[config.mk]
export PLATFORM = sky130hd
export DESIGN_NAME = command_line_tokenizer_flat
export DESIGN_NICKNAME = d
export VERILOG_FILES = /design/src/rtl/clt_pkg.sv /design/src/rtl/clt_if.sv /design/src/rtl/clt_front.sv /design/src/rtl/clt_queue.sv /design/src/rtl/clt_back.sv /design/src/rtl/command_line_tokenizer.sv /design/src/flat_wrapper.sv
export VERILOG_INCLUDE_DIRS = /design/src /design/src/rtl
export SDC_FILE = /design/constraint.sdc
export NUM_CORES = 1
export LEC_CHECK = 0
export ABC_CLOCK_PERIOD_IN_PS = 10600
export BUFFER_PORTS_ARGS = -buffer_cell sky130_fd_sc_hd__buf_2
export CORE_AREA = 3 3 353 285
export DETAILED_ROUTE_END_ITERATION = 6
export DIE_AREA = 0 0 356 288
export GPL_TIMING_DRIVEN = 0
export PLACE_DENSITY = 0.46
export SYNTH_ARGS = -nofsm -noshare
export SYNTH_HDL_FRONTEND = slang
export SYNTH_SLANG_ARGS = --single-unit
[constraint.sdc]
create_clock -name clk -period 10.6 [get_ports clk]
set_clock_uncertainty 0.2 [all_clocks]
set_input_delay 0 -clock clk [delete_from_list [all_inputs] [get_ports clk]]
set_output_delay 0 -clock clk [all_outputs]
set_load 0.02 [all_outputs]
[src/rtl/command_line_tokenizer_macros.svh]
// assertion macros for the command line tokenizer
// expects clk and rst in the scope of the including module
`ifndef COMMAND_LINE_TOKENIZER_MACROS_SVH
`define COMMAND_LINE_TOKENIZER_MACROS_SVH

// same-cycle implication, checked outside reset
`define CLT_ASSERT_NOW(label, ante, cons, msg) \
  label: assert property (@(posedge clk) disable iff (rst) (ante) |-> (cons)) \
    else $error(msg);

// next-cycle implication, checked outside reset
`define CLT_ASSERT_NEXT(label, ante, cons, msg) \
  label: assert property (@(posedge clk) disable iff (rst) (ante) |=> (cons)) \
    else $error(msg);

`endif

[src/rtl/clt_pkg.sv]
// shared types and constants of the command line tokenizer
// no dependencies
`timescale 1ns / 1ps
`default_nettype none

package clt_pkg;

  localparam int MAX_RESULTS = 5;
  localparam int QUEUE_DEPTH = 4;

  localparam logic [7:0] QUOTE_CHAR  = 8'h22;
  localparam logic [7:0] SEMI_CHAR   = 8'h3b;
  localparam logic [7:0] BSLASH_CHAR = 8'h5c;
  localparam logic [7:0] SLASH_CHAR  = 8'h2f;
  localparam logic [7:0] SPACE_CHAR  = 8'h20;
  localparam logic [7:0] TAB_CHAR    = 8'h09;
  localparam logic [7:0] CR_CHAR     = 8'h0d;

  typedef enum logic [2:0] {
    KIND_CHAR    = 3'd0,
    KIND_TEND    = 3'd1,
    KIND_CEND    = 3'd2,
    KIND_DROP    = 3'd3,
    KIND_COMMENT = 3'd4,
    KIND_PEND    = 3'd5
  } kind_t;

  typedef struct packed {
    kind_t       kind;
    logic [7:0]  char_out;
    logic [7:0]  token_number;
    logic [15:0] segment_column;
  } result_t;

  // all results caused by one input item
  typedef struct packed {
    result_t [MAX_RESULTS-1:0] res;
    logic [2:0]                count;
  } group_t;

endpackage

`default_nettype wire

[src/rtl/clt_if.sv]
// valid/ready channels of the command line tokenizer
// no dependencies
`timescale 1ns / 1ps
`default_nettype none

interface clt_in_if;
  logic       valid;
  logic       ready;
  logic [7:0] text_byte;
  logic       final_byte;

  modport source(output valid, output text_byte, output final_byte, input ready);
  modport sink(input valid, input text_byte, input final_byte, output ready);
endinterface

interface clt_out_if;
  logic        valid;
  logic        ready;
  logic [2:0]  kind;
  logic [7:0]  char_out;
  logic [7:0]  token_number;
  logic [15:0] segment_column;
  logic        run_end;

  modport source(output valid, output kind, output char_out, output token_number,
                 output segment_column, output run_end, input ready);
  modport sink(input valid, input kind, input char_out, input token_number,
               input segment_column, input run_end, output ready);
endinterface

`default_nettype wire

[src/rtl/clt_front.sv]
// front end: accepts text bytes, runs both quote trackers and the token
// state, and builds the group of results for each byte; depends on clt_pkg, clt_if
`timescale 1ns / 1ps
`default_nettype none

module clt_front #(
  parameter int COLUMN_WIDTH      = 16,
  parameter int TOKEN_INDEX_WIDTH = 8
) (
  input  logic            clk,
  input  logic            rst,
  clt_in_if.sink          text_in,
  input  logic            full,
  output logic            push,
  output clt_pkg::group_t grp
);
  import clt_pkg::*;

  localparam logic [COLUMN_WIDTH-1:0]      COL_MAX = '1;
  localparam logic [TOKEN_INDEX_WIDTH-1:0] TOK_MAX = '1;

  logic [COLUMN_WIDTH-1:0]      byte_position, byte_position_next;
  logic [COLUMN_WIDTH-1:0]      segment_begin, segment_begin_next;
  logic                         split_in_quotes, split_in_quotes_next;
  logic                         token_in_quotes, token_in_quotes_next;
  logic                         backslash_odd, backslash_odd_next;
  logic                         held_backslash, held_backslash_next;
  logic                         held_slash, held_slash_next;
  logic                         segment_nonblank, segment_nonblank_next;
  logic                         token_open, token_open_next;
  logic [TOKEN_INDEX_WIDTH-1:0] tokens_done, tokens_done_next;
  logic                         halted, halted_next;

  logic       accept;
  logic [2:0] n;
  logic [7:0] b;
  logic       fin;
  logic       split;
  logic       consumed;
  logic       ws;

  function automatic result_t mk(kind_t k, logic [7:0] c,
                                 logic [TOKEN_INDEX_WIDTH-1:0] t,
                                 logic [COLUMN_WIDTH-1:0] s);
    result_t r;
    r.kind           = k;
    r.char_out       = c;
    r.token_number   = 8'(t);
    r.segment_column = 16'(s);
    return r;
  endfunction

  assign text_in.ready = !full;
  assign accept        = text_in.valid && !full;
  assign push          = accept && (n != 3'd0);

  always_comb begin
    b     = text_in.text_byte;
    fin   = text_in.final_byte;
    ws    = (b == SPACE_CHAR) || ((b >= TAB_CHAR) && (b <= CR_CHAR));
    grp   = '0;
    n     = 3'd0;
    split = 1'b0;
    consumed = 1'b0;

    byte_position_next    = byte_position;
    segment_begin_next    = segment_begin;
    split_in_quotes_next  = split_in_quotes;
    token_in_quotes_next  = token_in_quotes;
    backslash_odd_next    = backslash_odd;
    held_backslash_next   = held_backslash;
    held_slash_next       = held_slash;
    segment_nonblank_next = segment_nonblank;
    token_open_next       = token_open;
    tokens_done_next      = tokens_done;
    halted_next           = halted;

    if (!halted) begin
      // split tracker
      split = (b == SEMI_CHAR) && !split_in_quotes;
      if ((b == QUOTE_CHAR) && !backslash_odd) begin
        split_in_quotes_next = !split_in_quotes;
      end
      backslash_odd_next = (b == BSLASH_CHAR) ? !backslash_odd : 1'b0;

      // token tracker
      if (!split) begin
        if (held_slash_next) begin
          held_slash_next = 1'b0;
          if (b == SLASH_CHAR) begin
            grp.res[n] = mk(KIND_COMMENT, 8'd0, '0, segment_begin_next);
            n = n + 3'd1;
            halted_next = 1'b1;
            consumed = 1'b1;
          end else begin
            grp.res[n] = mk(KIND_CHAR, SLASH_CHAR, tokens_done_next, segment_begin_next);
            n = n + 3'd1;
            token_open_next = 1'b1;
          end
        end
        if (!consumed && held_backslash_next) begin
          held_backslash_next = 1'b0;
          if ((b == QUOTE_CHAR) || (b == BSLASH_CHAR)) begin
            grp.res[n] = mk(KIND_CHAR, b, tokens_done_next, segment_begin_next);
            n = n + 3'd1;
            token_open_next = 1'b1;
            consumed = 1'b1;
          end else begin
            grp.res[n] = mk(KIND_CHAR, BSLASH_CHAR, tokens_done_next, segment_begin_next);
            n = n + 3'd1;
            token_open_next = 1'b1;
          end
        end
        if (!consumed) begin
          if (b == QUOTE_CHAR) begin
            token_in_quotes_next  = !token_in_quotes_next;
            token_open_next       = 1'b1;
            segment_nonblank_next = 1'b1;
          end else if (token_in_quotes_next && (b == BSLASH_CHAR)) begin
            held_backslash_next   = 1'b1;
            segment_nonblank_next = 1'b1;
          end else if (!token_in_quotes_next && ws) begin
            if (token_open_next) begin
              grp.res[n] = mk(KIND_TEND, 8'd0, tokens_done_next, segment_begin_next);
              n = n + 3'd1;
              if (tokens_done_next < TOK_MAX) begin
                tokens_done_next = tokens_done_next + 1'b1;
              end
              token_open_next = 1'b0;
            end
          end else if (!segment_nonblank_next && (b == SLASH_CHAR)) begin
            held_slash_next       = 1'b1;
            segment_nonblank_next = 1'b1;
          end else begin
            grp.res[n] = mk(KIND_CHAR, b, tokens_done_next, segment_begin_next);
            n = n + 3'd1;
            token_open_next       = 1'b1;
            segment_nonblank_next = 1'b1;
          end
        end
      end
    end

    // segment end, on a split or on the final byte of a running program
    if (split || (fin && !halted_next)) begin
      if (held_slash_next) begin
        grp.res[n] = mk(KIND_CHAR, SLASH_CHAR, tokens_done_next, segment_begin_next);
        n = n + 3'd1;
        token_open_next = 1'b1;
      end
      if (token_in_quotes_next) begin
        grp.res[n] = mk(KIND_DROP, 8'd0, '0, segment_begin_next);
        n = n + 3'd1;
      end else begin
        if (token_open_next) begin
          grp.res[n] = mk(KIND_TEND, 8'd0, tokens_done_next, segment_begin_next);
          n = n + 3'd1;
          if (tokens_done_next < TOK_MAX) begin
            tokens_done_next = tokens_done_next + 1'b1;
          end
        end
        if (tokens_done_next != '0) begin
          grp.res[n] = mk(KIND_CEND, 8'd0, tokens_done_next, segment_begin_next);
          n = n + 3'd1;
        end
      end
      token_in_quotes_next  = 1'b0;
      held_backslash_next   = 1'b0;
      held_slash_next       = 1'b0;
      token_open_next       = 1'b0;
      tokens_done_next      = '0;
      segment_nonblank_next = 1'b0;
      split_in_quotes_next  = 1'b0;
      backslash_odd_next    = 1'b0;
    end

    if (split) begin
      segment_begin_next = (byte_position < COL_MAX) ? byte_position + 1'b1 : COL_MAX;
    end

    if (fin) begin
      grp.res[n] = mk(KIND_PEND, 8'd0, '0, segment_begin_next);
      n = n + 3'd1;
      byte_position_next    = '0;
      segment_begin_next    = '0;
      split_in_quotes_next  = 1'b0;
      token_in_quotes_next  = 1'b0;
      backslash_odd_next    = 1'b0;
      held_backslash_next   = 1'b0;
      held_slash_next       = 1'b0;
      segment_nonblank_next = 1'b0;
      token_open_next       = 1'b0;
      tokens_done_next      = '0;
      halted_next           = 1'b0;
    end else if (byte_position < COL_MAX) begin
      byte_position_next = byte_position + 1'b1;
    end

    grp.count = n;
  end

  always_ff @(posedge clk) begin
    if (rst) begin
      byte_position    <= '0;
      segment_begin    <= '0;
      split_in_quotes  <= 1'b0;
      token_in_quotes  <= 1'b0;
      backslash_odd    <= 1'b0;
      held_backslash   <= 1'b0;
      held_slash       <= 1'b0;
      segment_nonblank <= 1'b0;
      token_open       <= 1'b0;
      tokens_done      <= '0;
      halted           <= 1'b0;
    end else if (accept) begin
      byte_position    <= byte_position_next;
      segment_begin    <= segment_begin_next;
      split_in_quotes  <= split_in_quotes_next;
      token_in_quotes  <= token_in_quotes_next;
      backslash_odd    <= backslash_odd_next;
      held_backslash   <= held_backslash_next;
      held_slash       <= held_slash_next;
      segment_nonblank <= segment_nonblank_next;
      token_open       <= token_open_next;
      tokens_done      <= tokens_done_next;
      halted           <= halted_next;
    end
  end

endmodule

`default_nettype wire

[src/rtl/clt_queue.sv]
// short queue of result groups between front and back end
// depends on clt_pkg
`timescale 1ns / 1ps
`default_nettype none

module clt_queue (
  input  logic            clk,
  input  logic            rst,
  input  logic            push,
  input  clt_pkg::group_t push_grp,
  input  logic            pop,
  output logic            full,
  output logic            empty,
  output clt_pkg::group_t head
);
  import clt_pkg::*;

  localparam int PTR_W = $clog2(QUEUE_DEPTH);
  localparam int CNT_W = $clog2(QUEUE_DEPTH + 1);

  group_t             entries [QUEUE_DEPTH];
  logic [PTR_W-1:0]   wr_ptr;
  logic [PTR_W-1:0]   rd_ptr;
  logic [CNT_W-1:0]   fill;
  logic               do_push;
  logic               do_pop;

  assign full    = (fill == CNT_W'(QUEUE_DEPTH));
  assign empty   = (fill == '0);
  assign do_push = push && !full;
  assign do_pop  = pop && !empty;
  assign head    = entries[rd_ptr];

  always_ff @(posedge clk) begin
    if (do_push) begin
      entries[wr_ptr] <= push_grp;
    end
  end

  always_ff @(posedge clk) begin
    if (rst) begin
      wr_ptr <= '0;
      rd_ptr <= '0;
      fill   <= '0;
    end else begin
      if (do_push) begin
        wr_ptr <= wr_ptr + 1'b1;
      end
      if (do_pop) begin
        rd_ptr <= rd_ptr + 1'b1;
      end
      case ({do_push, do_pop})
        2'b10:   fill <= fill + 1'b1;
        2'b01:   fill <= fill - 1'b1;
        default: fill <= fill;
      endcase
    end
  end

endmodule

`default_nettype wire

[src/rtl/clt_back.sv]
// back end: walks the head group one result per cycle onto the result channel while it is ready
// depends on clt_pkg, clt_if
`timescale 1ns / 1ps
`default_nettype none

module clt_back (
  input  logic            clk,
  input  logic            rst,
  input  logic            empty,
  input  clt_pkg::group_t head,
  output logic            pop,
  clt_out_if.source       result_out
);
  import clt_pkg::*;

  logic [2:0] idx;
  logic [2:0] idx_next;
  logic       last;
  logic       taken;
  result_t    cur;

  assign cur   = head.res[idx];
  assign last  = (idx == 3'(head.count - 3'd1));
  assign taken = result_out.valid && result_out.ready;
  assign pop   = taken && last;

  assign result_out.valid          = !empty;
  assign result_out.kind           = cur.kind;
  assign result_out.char_out       = cur.char_out;
  assign result_out.token_number   = cur.token_number;
  assign result_out.segment_column = cur.segment_column;
  assign result_out.run_end        = last;

  always_comb begin
    idx_next = idx;
    if (taken) begin
      idx_next = last ? 3'd0 : idx + 3'd1;
    end
  end

  always_ff @(posedge clk) begin
    if (rst) begin
      idx <= 3'd0;
    end else begin
      idx <= idx_next;
    end
  end

endmodule

`default_nettype wire

[src/rtl/command_line_tokenizer.sv]
// top level of the command line tokenizer: front end, group queue, back end
// depends on clt_pkg, clt_if, clt_front, clt_queue, clt_back, the assertion macros
//
// channel     | dir | payload
// ------------+-----+---------------------------------------------------------
// text_in     | in  | text_byte[7:0], final_byte
// result_out  | out | kind[2:0], char_out[7:0], token_number[7:0],
//             |     | segment_column[15:0], run_end
//
// the front end takes one text byte per cycle whenever the group queue has room;
// all results of a byte (zero to five) are worked out in that cycle; any results are queued as one group
// the back end sends one result per cycle while result_out is ready
// the four-group queue absorbs bursts; a stall on result_out only backs up into text_in
// once the queue is full
// synchronous active-high reset clears trackers, counters, queue pointers and result index
`timescale 1ns / 1ps
`default_nettype none

`include "command_line_tokenizer_macros.svh"

module command_line_tokenizer #(
  parameter int COLUMN_WIDTH      = 16,
  parameter int TOKEN_INDEX_WIDTH = 8
) (
  input  logic      clk,
  input  logic      rst,
  clt_in_if.sink    text_in,
  clt_out_if.source result_out
);
  import clt_pkg::*;

  // groups flowing from front to back
  logic   push;
  logic   pop;
  logic   full;
  logic   empty;
  group_t push_grp;
  group_t head;

  clt_front #(
    .COLUMN_WIDTH      (COLUMN_WIDTH),
    .TOKEN_INDEX_WIDTH (TOKEN_INDEX_WIDTH)
  ) u_front (
    .clk     (clk),
    .rst     (rst),
    .text_in (text_in),
    .full    (full),
    .push    (push),
    .grp     (push_grp)
  );

  clt_queue u_queue (
    .clk      (clk),
    .rst      (rst),
    .push     (push),
    .push_grp (push_grp),
    .pop      (pop),
    .full     (full),
    .empty    (empty),
    .head     (head)
  );

  clt_back u_back (
    .clk        (clk),
    .rst        (rst),
    .empty      (empty),
    .head       (head),
    .pop        (pop),
    .result_out (result_out)
  );

  // a final byte always produces at least the program end result
  `CLT_ASSERT_NOW(a_final_pushes, text_in.valid && text_in.ready && text_in.final_byte, push, "final byte produced no result group")

  // queued groups are never empty and never exceed five results
  `CLT_ASSERT_NOW(a_head_count, !empty, (head.count != 3'd0) && (head.count <= 3'd5), "bad group size at queue head")

  // program end is always the last result of its item
  `CLT_ASSERT_NOW(a_pend_last, result_out.valid && (result_out.kind == KIND_PEND), result_out.run_end, "program end not last in its item")

  // after a result that is not the last of its item, more of the group remains
  `CLT_ASSERT_NEXT(a_group_cont, result_out.valid && result_out.ready && !result_out.run_end, result_out.valid, "result group cut short")

endmodule

`default_nettype wire

[src/flat_wrapper.sv]
// flat-port wrapper written by rule: the top's interface ports become plain ports
module command_line_tokenizer_flat import clt_pkg::*;
#(
  parameter int COLUMN_WIDTH      = 16,
  parameter int TOKEN_INDEX_WIDTH = 8
)
  (clk, rst, text_in_valid, text_in_text_byte, text_in_final_byte, text_in_ready, result_out_valid, result_out_kind, result_out_char_out, result_out_token_number, result_out_segment_column, result_out_run_end, result_out_ready);
  clt_in_if text_in_i ();
  clt_out_if result_out_i ();
  input  logic clk;
  input  logic rst;
  input wire logic [$bits(text_in_i.valid)-1:0] text_in_valid;
  input wire logic [$bits(text_in_i.text_byte)-1:0] text_in_text_byte;
  input wire logic [$bits(text_in_i.final_byte)-1:0] text_in_final_byte;
  output wire logic [$bits(text_in_i.ready)-1:0] text_in_ready;
  output wire logic [$bits(result_out_i.valid)-1:0] result_out_valid;
  output wire logic [$bits(result_out_i.kind)-1:0] result_out_kind;
  output wire logic [$bits(result_out_i.char_out)-1:0] result_out_char_out;
  output wire logic [$bits(result_out_i.token_number)-1:0] result_out_token_number;
  output wire logic [$bits(result_out_i.segment_column)-1:0] result_out_segment_column;
  output wire logic [$bits(result_out_i.run_end)-1:0] result_out_run_end;
  input wire logic [$bits(result_out_i.ready)-1:0] result_out_ready;
  assign text_in_i.valid = text_in_valid;
  assign text_in_i.text_byte = text_in_text_byte;
  assign text_in_i.final_byte = text_in_final_byte;
  assign text_in_ready = text_in_i.ready;
  assign result_out_valid = result_out_i.valid;
  assign result_out_kind = result_out_i.kind;
  assign result_out_char_out = result_out_i.char_out;
  assign result_out_token_number = result_out_i.token_number;
  assign result_out_segment_column = result_out_i.segment_column;
  assign result_out_run_end = result_out_i.run_end;
  assign result_out_i.ready = result_out_ready;
  command_line_tokenizer #(.COLUMN_WIDTH(COLUMN_WIDTH), .TOKEN_INDEX_WIDTH(TOKEN_INDEX_WIDTH)) u_core (.clk(clk), .rst(rst), .text_in(text_in_i), .result_out(result_out_i));
endmodule
* Yosys cells after proc, flatten, opt, wreduce, memory -nomap -nowiden *
Memory sizes are Yosys's and may differ from the RTL's. A register that Yosys moved wholly into a read port is not among the register bits.
Cells that the tools add are included.

operators by class
  reduce and logical (&&, ||, !) cells = 42
  muxes and demuxes = 163
  equality and inequality tests = 13
  $add $sub $neg = 15
  magnitude comparators = 18

operator list
  operator               number
  $mux 175               21
  $bwmux 175             9
  $demux 35 s3           6
  $mux 35                11
  $mux 8                 14
  $bmux 35 s3            1
  $mux 16                5
  $mux 1                 70
  $mux 3                 23
  $eq 8x6->1 const B     4
  $lt 3x4->1 const B     7
  $add 3x1->3 const B    8
  $logic_and 1x1->1      20
  $ge 3x1->1 const B     6
  $add 16x1->16 const B  1
  $add 8x1->8 const B    2
  $lt 16x16->1 const B   1
  $lt 8x8->1 const B     2
  $ne 3x2->1 const B     3
  $eq 8x7->1 const B     1
  $ge 8x4->1 const B     1
  $le 8x4->1 const B     1
  $logic_not 1->1        8
  $reduce_bool 8->1      1
  16 further kinds       25

word-level totals
  word-level logic and storage cells = 267
  bits in writable memories = 712
  input port bits = 13
  memories kept = 1
  output and inout bits = 38
  flip-flop bits (word level) = 58

memory list
  name                    words  bits a word  read ports  clocked after Yosys merged registers in  wr ports  line             source
  u_core.u_queue.entries  4      178          1           1                                        1         clt_queue.sv:21  group_t entries [QUEUE_DEPTH];

* Depth between registers and ports, before layout *
  depth in word-level cells = 36
  mapped depth = 30
  depth with buffers taken out = 29

* Cells and area by module *
From an unflattened synthesis, not the netlist that was laid out.

second synthesis, totals
  cell total of the unflattened synthesis = 2363
  area total of the unflattened synthesis = 35477.8 um^2

by module, submodules not included
  module     times used  cells an instance  area each (um^2)  seq. area each (um^2)
  clt_queue  1           984                26146.3           21560.7
  clt_front  1           1193               7724.9            960.9
  clt_back   1           186                1606.5            60.1

* Worst setup path before layout *
No wires, ideal clock.

  kind = register -> register
  start point = register u_core.u_front.held_slash
  end point = memory u_core.u_queue.entries[0][0] (netlist name) (enable)
  clock period less this slack = 9.823 ns
  setup slack = 0.777 ns
  required time = 9.848 ns
  path buffers = 2
  arrival time = 9.072 ns
  stages on the path, launching flop included = 24
  setup time = 0.552 ns
  path through = dfxtp_1 clkbuf_1 nand4_1 and2_1 ha_1 nor4_1 o21ai_0 inv_1 clkbuf_1 ha_1 nand2_1 o21ai_0 ha_1 nand2_1 a21boi_1 inv_1 ha_1 a221oi_1 o22ai_2 ha_1 nor2_1 a21o_1 o2bb2ai_1 and2_1

between the ends
  cells in the longest elaborated chain, start to end = 34
  elaborated cells between the ends (all ways) = 81
  those cells by class = 7 x add/sub; 1 x order compare; 64 x mux; 9 x reduce/logical

ends and longest elaborated chain
  element                                               line              source
  start: declaration                                    clt_front.sv:28   logic held_slash, held_slash_next;
  start signal: assignment                              clt_front.sv:222  held_slash <= held_slash_next;
  branches (longest 26 deep; another with $add 3x1->3)  -
  $mux 3 (*)                                            clt_front.sv:145  if (split || (fin && !halted_next)) begin
  $add 3x1->3                                           clt_front.sv:183  n = n + 3'd1;
  $mux 3 (*)                                            clt_front.sv:181  if (fin) begin
  $reduce_bool 3->1 (*)                                 clt_front.sv:55   assign push = accept && (n != 3'd0);
  $logic_and 1x1->1 (*)                                 clt_front.sv:55
  $logic_and 1x1->1 (*)                                 clt_queue.sv:30   assign do_push = push && !full;
  $mux 1 (*)                                            clt_queue.sv:35   if (do_push) begin
  $mux 1 (implied by the code) (*)                      clt_queue.sv:36   entries[wr_ptr] <= push_grp;
  end: declaration                                      clt_queue.sv:21

Mark *: on every way between the ends. The select of a mux whose other input is x is not followed.

==> flow_summary.json <==
{
  "pre_cts_ws_ns": 1.77,
  "finalHoldViolCount": 0,
  "violations": "capacitance limit",
  "globalRoute.totalOverflow": 0,
  "port_buffers": 48,
  "fill_cells": 8977,
  "cp-end-kind": "register",
  "die-area_mm2": 0.103,
  "cts_tree": "done",
  "die_height_um": 288,
  "yosysSeqAreaShare": 0.641,
  "outcome": "complete, but fails checks",
  "postRouteWirelength_um": 111000,
  "setup_ws_ns": 1.51,
  "gp_routability_congestion": 0.939,
  "syn_area_mm2": 0.0339,
  "final_area_mm2": 0.0389,
  "rsz0062_at_grt": "false",
  "max_cap_viol_count": 1,
  "multi_input_area_mm2": 0.0113,
  "initial_utilization": 0.350,
  "relSlewSlack": 0.0119,
  "crit_chain": "clkbuf_1 -> nand4_1 -> and2_1 -> ha_1 -> nor4_1 -> o21ai_0 -> inv_1 -> clkbuf_1 -> ha_1 -> nand2_1 -> o21ai_0 -> ha_1 -> nand2_1 -> a21boi_1 -> inv_1 -> ha_1 -> or3_1 -> o211ai_1 -> or2_1 -> nand4_1 -> inv_2 -> buf_1 -> a21oi_1",
  "vias_per_cell": 5.79,
  "synth_top_family_by_area": "multiplexers",
  "worstSetupStartpointType": "register",
  "synth_top_area_cell": "edfxtp_1",
  "routedWlPerCell_um": 29.4,
  "leakagePower_nw": 12.3,
  "fin_nets": 2447,
  "synth_adder_area_share": 0.00612,
  "synth_top_area_share": 0.605,
  "synth_compound_area_frac": 0.105,
  "synth_flop_cell": "edfxtp_1",
  "design.core.area_mm2": 0.0970,
  "p_total_mw": 7.25,
  "crit_arrival_ns": 9.19,
  "cp_slowest_cell": "buf_1",
  "grt_pass1_wl_um": 159000,
  "synthTopCellsByCount": "edfxtp_1, mux4_2, nor2_1",
  "postSynth.asyncResetShare": 0,
  "clk_latency_ns": 0.65,
  "vias": 21921,
  "cts-root-buf": "clkbuf_16",
  "grt_pass1_vias": 21725,
  "synth-simple-area-share": 0.0708,
  "drtPass1Iterations": 6,
  "clk_pin_slew_ns": 0.06,
  "synth_xor_area_frac": 0.00826,
  "power_density_mw_per_mm2": 186,
  "cts_setup_buffers": 0,
  "setup_tns_ns": 0,
  "setup_violations": 0,
  "cts_made_buffers": 80,
  "syn2layout_area_growth_pct": 14.7,
  "synth.most_common_cell": "edfxtp_1",
  "grtUsageTotal": 0.216,
  "postCtsHoldBufs": 15,
  "fin_crit_sh": 0.858,
  "path_max_fanout": 13,
  "ant_nets": 0,
  "num_rows": 102,
  "whs_path_depth": 5,
  "insertedDiodeCount": 0,
  "peakVddDrop_mv": 0.109,
  "avgSynthCellArea_um2": 15.1,
  "critPathKind": "register to register",
  "min_period_ns": 9.09,
  "post_cts_resized": 0,
  "dp_hpwl_um": 77000,
  "final_max_slew_viol_count": 0,
  "antenna_found_initial": 3,
  "placed_area_mm2": 0.0363,
  "synth_edf_count": 684,
  "worstMarginPinSlew_ns": 1.47,
  "ios": 51,
  "min_path_type": "input port to register",
  "cpMostUsedCell": "ha_1",
  "cts-htree-levels": 3,
  "grt_start_max_net_pins": 53,
  "synth.distinct_cells": 102,
  "cts_buffer_depth": 3,
  "cts.sinks": 744,
  "ys_ff_latch": 744,
  "fmax_mhz": 110,
  "synth.mux.area_fraction": 0.141,
  "reg2reg_depth": 23,
  "synthTopCellsByArea": "edfxtp_1, mux4_2, dfxtp_1",
  "post-route-drc-count": 0,
  "first_iter_violations": 2320,
  "final-seq-area_mm2": 0.0217,
  "die_w_um": 356,
  "drive_gt1_frac": 0.188,
  "cp_slowest_stage_delay_ns": 0.88,
  "yosysWarnings": 0,
  "synthCells": 2251,
  "critPathRequiredTime_ns": 10.70
}
## final timing paths
kind / slack (ns) / to / start
max: 1.51 / u_core.u_queue.entries[1][126] / u_core.u_front.held_slash
min: 0.11 / u_core.u_back.idx[2] / result_out_ready
max reg2reg: 1.51 / u_core.u_queue.entries[1][126] / u_core.u_front.held_slash
min reg2reg: 0.29 / u_core.u_front.byte_position[8] / u_core.u_front.byte_position[8]
## state kept, by name, indices dropped and copies added (netlist names), 2 cells and up, named ones only
register,flops
u_core.u_queue.fill,3
u_core.u_queue.entries,684
u_core.u_front.segment_begin,16
u_core.u_front.byte_position,16
u_core.u_back.idx,3
u_core.u_queue.wr_ptr,2
u_core.u_queue.rd_ptr,2
u_core.u_front.tokens_done,8
## critical path: cells and delay by family (launching register included)
kind | cells | cell delay (ns)
DFF | 1 | 0.44
adders and majority gates | 4 | 1.46
buffers and inverters | 6 | 2.74
and+or+nand+nor | 8 | 2.40
AOI/OAI and AO/OA | 5 | 1.50
## routing by layer
metal	global-route usage	vias to the layer above	part of all wire
met3	0.0315	165	0.058
met4	0.0591	0	0.025
li1	-	9395	-
met2	0.317	769	0.44
met5	0	-	0
met1	0.332	11592	0.48
## per-stage QoR
stage / hold WS, ns / cells / utilization
floorplan: -0.0560 / 2254 / -
global placement: 0.118 / 3602 / 0.369
detailed placement: 0.136 / 3620 / 0.374
CTS: 0.0510 / 3783 / 0.401
global route: 0.115 / 3784 / 0.401
finish: 0.113 / 3784 / 0.401
## where the power goes
group	leakage (nW)	switching (mW)	total, mW	internal [mW]
combinational	4.26	0.659	1.09	0.435
clock	1.20	1.18	2.64	1.46
sequential	6.80	0.0535	3.52	3.47
total	12.3	1.89	7.25	5.37
## final cells by class
type,instances,share of cell area
Inverter,94,0.00920
Sequential cell,744,0.559
Tap cell,1300,0.0418
Buffer,142,0.0150
Timing Repair Buffer,82,0.0214
Multi-Input combinational cell,1274,0.290
Clock buffer,100,0.0547
Clock inverter,48,0.00929
## cell families (layout without fill, tap and decap cells)
group | Yosys count | after routing
AO/OA/AOI/OAI | 508 | 508
AND/OR/NAND/NOR | 494 | 494
flip-flops | 744 | 744
buffers and inverters | 236 | 466
XOR/XNOR | 32 | 32
other | 1 | 4
multiplexers | 220 | 220
adder cells (fa/ha/maj) | 16 | 16
## placed cells by master (no fill, tap or decap), drive strengths merged, types with 12 or more instances in the layout
cell	count
edfxtp	684
mux4	206
clkbuf	192
nor2	172
a21oi	132
nand2	118
buf	117
inv	94
o21ai	84
o2bb2ai	62
dfxtp	60
nand3	43
clkinv	41
o22ai	36
a22oi	35
nor3	30
a211oi	29
xnor2	22
a22o	21
or3	19
and2	18
ha	15
dlygate4sd3	15
and3	14
o211ai	14
nand4	12
(Power assumes the default switching activity.)
